$ cat src/rtl/llg_pkg.sv
// Package for the magnetization cell update: constants, types and arithmetic helpers.
package llg_pkg;

  localparam int DATA_WIDTH_DEF = 32;
  localparam int FRAC_BITS_DEF  = 16;
  localparam int COEF_BITS      = 48;
  localparam int FACE_BITS      = 2;
  localparam int PADDR_BITS     = 5;

  // Register indexes; each register sits at byte address 8*index.
  localparam logic [1:0] IDX_FACE = 2'd0;
  localparam logic [1:0] IDX_KP   = 2'd1;
  localparam logic [1:0] IDX_KD   = 2'd2;

  localparam logic [FACE_BITS-1:0] FACE_X = 2'd0;
  localparam logic [FACE_BITS-1:0] FACE_Y = 2'd1;

  // Coefficient set shared by every update stage.
  typedef struct packed {
    logic [FACE_BITS-1:0]        face;
    logic signed [COEF_BITS-1:0] kp;
    logic signed [COEF_BITS-1:0] kd;
  } coef_t;

  // Clamp a 128-bit value to signed 64 bits.
  function automatic logic signed [63:0] sat64(input logic signed [127:0] v);
    logic signed [63:0] r;
    if (v > 128'sh0000_0000_0000_0000_7fff_ffff_ffff_ffff)
      r = 64'sh7fff_ffff_ffff_ffff;
    else if (v < -128'sh0000_0000_0000_0000_8000_0000_0000_0000)
      r = 64'sh8000_0000_0000_0000;
    else
      r = v[63:0];
    return r;
  endfunction

endpackage

$ cat src/rtl/llg_field.sv
// Field assembly stage: average the transverse samples and place H by face.
module llg_field
  import llg_pkg::*;
#(
  parameter int DATA_WIDTH = DATA_WIDTH_DEF
) (
  input  logic [FACE_BITS-1:0]         face,
  input  logic signed [DATA_WIDTH-1:0] hc,
  input  logic signed [DATA_WIDTH-1:0] s1 [4],
  input  logic signed [DATA_WIDTH-1:0] s2 [4],
  output logic signed [DATA_WIDTH-1:0] h [3]
);
  logic signed [DATA_WIDTH+1:0] sum1, sum2;
  logic signed [DATA_WIDTH-1:0] a1, a2;

  assign sum1 = (DATA_WIDTH+2)'(s1[0]) + (DATA_WIDTH+2)'(s1[1])
              + (DATA_WIDTH+2)'(s1[2]) + (DATA_WIDTH+2)'(s1[3]);
  assign sum2 = (DATA_WIDTH+2)'(s2[0]) + (DATA_WIDTH+2)'(s2[1])
              + (DATA_WIDTH+2)'(s2[2]) + (DATA_WIDTH+2)'(s2[3]);
  assign a1 = sum1[DATA_WIDTH+1:2];
  assign a2 = sum2[DATA_WIDTH+1:2];

  always_comb begin
    if (face == FACE_X) begin
      h[0] = hc; h[1] = a1; h[2] = a2;
    end else if (face == FACE_Y) begin
      h[0] = a1; h[1] = hc; h[2] = a2;
    end else begin
      h[0] = a1; h[1] = a2; h[2] = hc;
    end
  end
endmodule

$ cat config.mk
export PLATFORM = sky130hd
export DESIGN_NAME = llg_field
export DESIGN_NICKNAME = d
export VERILOG_FILES = /design/src/rtl/llg_pkg.sv /design/src/rtl/llg_field.sv
export SDC_FILE = /design/constraint.sdc
export NUM_CORES = 1
export LEC_CHECK = 0
export ABC_AREA = 1
export ABC_CLOCK_PERIOD_IN_PS = 6700
export BUFFER_PORTS_ARGS = -buffer_cell sky130_fd_sc_hd__buf_2
export CORE_AREA = 5 5 204 206
export DETAILED_ROUTE_END_ITERATION = 8
export DIE_AREA = 0 0 209 211
export GPL_ROUTABILITY_DRIVEN = 0
export SYNTH_ARGS = -nofsm -noshare
export SYNTH_HDL_FRONTEND = slang
export SYNTH_SLANG_ARGS = --single-unit
$ cat constraint.sdc
create_clock -name vclk -period 6.7
set_clock_uncertainty 0.1 [all_clocks]
set_input_delay 1.675 -clock vclk [all_inputs]
set_output_delay 1.675 -clock vclk [all_outputs]
set_load 0.005 [all_outputs]
; ---- Yosys cells after proc, flatten, opt, wreduce, memory -nomap -nowiden
; Index checks and enable logic that the tools add are counted.
[totals]
regBits = 0
input_bits = 290
output_inout_bits = 96
word_cells = 10
[op_classes]
n_addsub = 6
n_eq_ne = 1
muxes = 2
reduce_logical = 1
[op_table]
columns = cell, n
row1 = two-way mux 96 bit, 1
row2 = adder 33 x 32 -> 34 bit, 2
row3 = adder 34 x 32 -> 34 bit, 2
row4 = adder 32 x 32 -> 33 bit, 2
row5 = two-way mux 64 bit, 1
row6 = "== test 2 x 1 -> 1 bit, second input constant", 1
row7 = logical NOT 2 bit, 1

; ---- Longest topological paths before layout
; Gate-level depths: netlist of the first run.
[logic_depth]
ltp_word = 5
depth_mapped = 20
mapped_depth_nobuf = 20

; ---- Least setup slack after synthesis of the first run
; OpenSTA, ideal clock, no wires.
[synth_path]
kind = input -> output
start = input port s2[1] (netlist name)
end = output port h[45] (netlist name)
arrival_time_ns = 4.175
t_required_ns = 4.925
setup_slack_ns = 0.750
stages = 16
cell_sequence = inv_1 -> fa_1 -> inv_1 -> fa_1 -> nand2_1 -> nor2_2 -> fa_1 -> nand2_1 -> nand3_1 -> nand3_1 -> nand2_1 -> nand2_1 -> nand2_1 -> or2_2 -> nand3_1 -> o211ai_1
[synth_lines]
columns = item, line
row1 = start: declaration, llg_field.sv:10  ; input logic signed [DATA_WIDTH-1:0] s2 [4],
row2 = end: declaration, llg_field.sv:11  ; output logic signed [DATA_WIDTH-1:0] h [3]

==> flow_summary.yaml, run 1 <==
routing:
  route.vias.total: 11200
  avgRoutedWirePerCell_um: 15.0
  routed-wl-met3_um: 2440
  ant_nets: 0
  wl_um: 38700
  first_iter_violations: 601
  routed.top_layer: "met4"
  drc: 0
  met2_length_um: 19000
  via_per_inst: 4.33
  drt-met1-wl_um: 16300
  drt-pass1-iter-count: 6
sta:
  relSlewSlack_pct: 28.7
  whs_ns: 3.56
  fin_crit_ns: 6.51
  hold_viol: 0
  max_freq_ghz: 0.154
  tightestPinTransition_ns: 1.06
  post-route-period-util_pct: 97.2
  setup_violations: 0
  setup_slack_ns: 0.187
  rsz0062_at_grt: "true"
  finalMaxSlewViolations: 0
synth:
  synth_area_um2: 9760
  synth_common_cells: "529 x inv_1, 464 x nand2_1, 133 x nand3_1"
  avgSynthCellArea_um2: 5.83
  ys_seq_area_share_pct: 0
  synth_area_leaders: "fa_1 27%, inv_1 20%, nand2_1 18%"
  netlist_instances: 1674
  synth_top_area_share_pct: 26.7
  yosys.cell_count.top_type: "inv_1"
  syn-num-nets: 2156
  synth_top_area_cell: "fa_1"
  synth_cell_types: 37
  ys_warn_count: 0
final_layout:
  fin_area_um2: 12400
  drive_above_1_share_pct: 22.0
  seq_area_um2: 0
  syn2layout_area_growth_pct: 27.0
  seq_cells: 0
  num-nets-final: 2532
  clkbuf_count: 0
clock_tree:
  hold_buffers: 0
  post_cts_buffers: 0
critical_path:
  crit_fanout: 3
  startpoint: "s2[1]"
  worst_ep_required_time_ns: 4.93
  start_kind: "input port"
  endpoint: "h[9]"
  worstPathArrival_ns: 4.74
  critical_path.endpoint_type: "primary output"
  path_class: "in -> out"
global_route:
  grt_overflow: 0
  grt_pass1_vias: 11800
  grt_max_degree: 47
  antenna_found_initial: 3
  grt_pass1_wl_um: 60700
  grt_usage_pct: 16.9
pwr:
  vdd_drop_max_mv: 0.0668
  total_power_mw: 3.12
  leakagePower_nw: 7.85
  powerDensity_nw_per_um2: 252
placed_design:
  portBuffers: 386
  dp_hpwl_um: 35500
  placed_cell_area_um2: 12300
  post-place-ws_ns: -0.0965
die:
  core_area_um2: 39500
  rows: 73
  die-area_um2: 44100
  die-height_um: 211
  pin_count: 386
  die_w_um: 209
  start_util_pct: 24.7
job:
  cap_violations: 0
status:
  outcome: "finished, final reports clean"
worst_hold_path:
  hold_path_class: "in -> out"
==> cell families (layout without fill, tap and decap cells) <==
kind of cell             Yosys count  after routing  synth area share [%]
AO/OA/AOI/OAI                    153            153                  8.78
AND/OR/NAND/NOR                  744            744                  32.6
buffers and inverters            557            931                  21.5
XOR/XNOR                          28             28                  2.51
adder cells (fa/ha/maj)          192            192                  34.6
other                              0              3                     0
==> final cells by class <==
cell class         instances  area [µm²]
diodes                     3        7.51
fillers                 4417       27100
inverters                534        2000
multi-input cells       1117        7710
well taps                525         657
repair buffers           397        2010
==> per-stage QoR <==
stage                     util (%)  TNS (ns)  cells
after global routing          31.4   -0.0689   2575
final                         31.4         0   2576
after global placement        31.3    -0.146   2573
after CTS                     31.3         0   2573
after detailed placement      31.3    -0.180   2573
after floorplan                  -         0   1674
==> worst min path at each step <==
stage / depth (start not counted) / endpoint / start / slack [ns]
finish: 4 / h[63] / hc[31] / 3.56
global route: 4 / h[70] / hc[6] / 3.59
CTS: 4 / h[4] / hc[4] / 3.55
detailed placement: 4 / h[4] / hc[4] / 3.55
global placement: 4 / h[4] / hc[4] / 3.55
floorplan: 2 / h[14] / hc[14] / 3.34
==> critical path, stage by stage <==
cell and delay, ns:
buf_2 0.08, inv_1 0.05, fa_1 0.53, inv_1 0.05, fa_1 0.42, nand2_1 0.09, nor2_2 0.06, fa_1 0.45
nand2_1 0.09, nand3_1 0.11, nand3_1 0.09, nand2_1 0.10, nand2_1 0.08, nand2_1 0.15, xnor2_1 0.42, o21ai_0 0.14
buf_2 0.16
==> layout by cell type, fill, tap and decap left out, types with 7 or more instances in the layout <==
cell type  synthesis  final
nand3_1          133    129
nor2_1            86     85
o21bai_1          11     11
o211ai_1           7      7
buf_2              7    386
inv_1            529    528
ha_1              62     62
nand3_2            4      8
fa_1             130    130
o21ai_1            9      9
nand2_1          464    463
xnor2_1           10     10
o21ai_0           56     56
nand3b_1          11     11
nand2_2           17     18
xor2_1            18     17
a21oi_1           58     56
buf_4              0     11
==> routing by layer <==
layer,global-route usage (%),vias to the layer above
li1,-,5660
met3,2.48,50
met4,3.76,0
met1,21.1,5064
met2,30.9,377
met5,0,-
==> what timing repair did <==
item | in CTS | in global routing
endpoints found under the setup margin | 2 | 13
hold endpoints to repair | 0 | 0
resized for setup | 1 | 8
==> where the power goes <==
group             total, mW  leakage (nW)  internal [mW]  switching, mW
logic                  3.12          7.85           1.12           2.00
registers                 0             0              0              0
clock network  0.0000000600     0.0000190   0.0000000600              0
No activity file was read; power rests on OpenSTA's default activity.
==> run 2: changes to the inputs <==
ABC_AREA = not set   (was 1)
CORE_AREA = 5 5 194 196   (was 5 5 204 206)
DIE_AREA = 0 0 199 201   (was 0 0 209 211)
==> flow_summary.yaml, run 2 <==
placed_design:
  dp_hpwl_um: 31200
  place_inst: 2209
  portBuffers: 386
  placed_cell_area_um2: 12400
sta:
  max_freq_ghz: 0.143
  relSlewSlack_pct: 35.0
  hold_viol: 0
  finalMaxSlewViolations: 0
  fin_crit_ns: 7.00
  rsz0062_at_grt: "true"
  setup_slack_ns: -0.300
  tightestPinTransition_ns: 0.973
  setup_violations: 44
  post-route-period-util_pct: 104
global_route:
  grt_pass1_vias: 11100
  antenna_found_initial: 1
  grt_max_degree: 49
  grt_usage_pct: 17.2
  grt_pass1_wl_um: 55800
  grt_overflow: 0
clock_tree:
  hold_buffers: 0
synth:
  avgSynthCellArea_um2: 7.11
  ys_seq_area_share_pct: 0
  synth_cell_types: 68
  synth_top_area_cell: "fa_1"
  synth_top_area_share_pct: 29.7
  syn-num-nets: 1716
  yosys.cell_count.top_type: "inv_1"
  synth_area_leaders: "fa_1 30%, inv_1 15%, ha_1 8.8%"
  netlist_instances: 1234
  synth_common_cells: "342 x inv_1, 133 x nand2_1, 130 x fa_1"
  ys_warn_count: 0
  synth_area_um2: 8770
routing:
  ant_nets: 0
  drt-pass1-iter-count: 5
  wl_um: 36300
  via_per_inst: 4.60
  route.vias.total: 10200
  drc: 0
  first_iter_violations: 358
  avgRoutedWirePerCell_um: 16.3
worst_hold_path:
  min_from: "hc[18]"
  hold_path_class: "in -> out"
  min_to: "h[82]"
  hold_depth: 4
pwr:
  powerDensity_nw_per_um2: 309
  p_int_mw: 2.06
  combPwrFrac_pct: 100.0
  vdd_drop_max_mv: 0.111
  clockPowerShare_pct: 0
  leakagePower_nw: 7.57
  switching_share_pct: 52.1
  total_power_mw: 4.30
  p_switching_mw: 2.24
  p_seq_share_pct: 0
final_layout:
  clkbuf_count: 0
  layout_common_cells: "368 x buf_2, 317 x inv_1, 159 x buf_4"
  seq_area_um2: 0
  seq_cells: 0
  num-nets-final: 2240
  drive_above_1_share_pct: 43.1
  syn2layout_area_growth_pct: 58.5
  final_common_cell: "buf_2"
  stdcell_count: 2225
  fin_area_um2: 13900
  fin_util_pct: 38.7
status:
  outcome: "complete, but fails checks"
  violations: "negative setup slack"
die:
  die-area_um2: 40000
  start_util_pct: 24.4
  rows: 70
  die_w_um: 199
  pin_count: 386
  core_area_um2: 35900
  die-height_um: 201
critical_path:
  worst_ep_required_time_ns: 4.93
  path_class: "in -> out"
  cp_num_buf_inv: 6
  crit_fanout: 3
  crit_family: "adder cells"
  worstPathArrival_ns: 5.22
  crit_chain: "buf_6, inv_4, fa_2, inv_2, fa_2, nand2_1, nor2_1, fa_2, a211oi_2, o211ai_1, a21oi_2, buf_4, a21oi_4, a41oi_2, buf_6, o21ai_4, xnor2_2, mux2_4, buf_6"
  start_kind: "input port"
  slowest_delay_ns: 0.60
  cp_slowest_cell: "fa_2"
  critical_path.endpoint_type: "primary output"
job:
  cap_violations: 0
## run 2: tightest hold or removal path, delay by kind of cell
family / cells / cell delay [ns]
buf+inv: 2 / 0.21
simple gates: 2 / 0.08
## run 2: cells by family (layout without fill, tap and decap cells)
group	Yosys count	count (layout)	synth area share, %
other cells	0	1	0
simple gates	265	265	13.8
compound gates	320	320	23.6
mux	18	18	2.23
xor+xnor	54	54	5.39
buf+inv	385	907	16.5
fa+ha+maj	192	192	38.5
## run 2: worst max path at each step
stage                start  endpoint  slack, ns  cells after the start
global placement     s2[1]     h[59]      -0.75                     18
global route        s2[65]     h[59]      -0.44                     17
finish              s2[65]     h[31]      -0.30                     19
CTS                 s1[65]     h[61]      -0.32                     15
floorplan            s2[1]     h[59]       0.01                     15
detailed placement   s2[1]     h[59]      -0.79                     18
## run 2: repair_timing
action / 4_1_cts / 5_1_grt
pin swaps: 93 / 69
gates resized for setup: 192 / 111
endpoints found under the hold margin: 0 / 0
setup endpoints to repair: 67 / 68
buffers inserted: 19 / 12
## run 2: power by group through the flow
stage / clock network, mW / registers, mW / logic (mW)
6_report: 0.0000000201 / 0 / 4.30
5_1_grt: 0 / 0 / 4.71
4_1_cts: 0 / 0 / 4.04
3_5_place_dp: 0 / 0 / 3.54
3_3_place_gp: 0 / 0 / 3.51
2_1_floorplan: 0 / 0 / 1.82
## run 2: layer usage
metal / vias up / track usage, % / share of wire [%] / routed length [µm]
li1: 4969 / - / - / -
met1: 4844 / 19.9 / 37 / 13600
met2: 378 / 32.5 / 52 / 18900
met3: 53 / 2.42 / 7.3 / 2650
met4: 2 / 4.76 / 3.1 / 1140
met5: - / 0 / 0.050 / 18
## run 2: cell type report
| type | instances | area (µm²) |
|---|---|---|
| fillers | 3812 | 22000 |
| multi-input cells | 849 | 8560 |
| repair buffers | 564 | 3450 |
| inverters | 343 | 1300 |
| well taps | 468 | 586 |
| diodes | 1 | 2.50 |
## run 2: metrics by stage
stage               setup TNS [ns]  setup slack [ns]  hold WS (ns)
floorplan                        0            0.0108          3.33
CTS                          -5.83            -0.317          3.55
global placement            -25.12            -0.749          3.55
global route                -13.93            -0.436          3.57
finish                       -6.67            -0.300          3.54
detailed placement          -26.93            -0.787          3.55
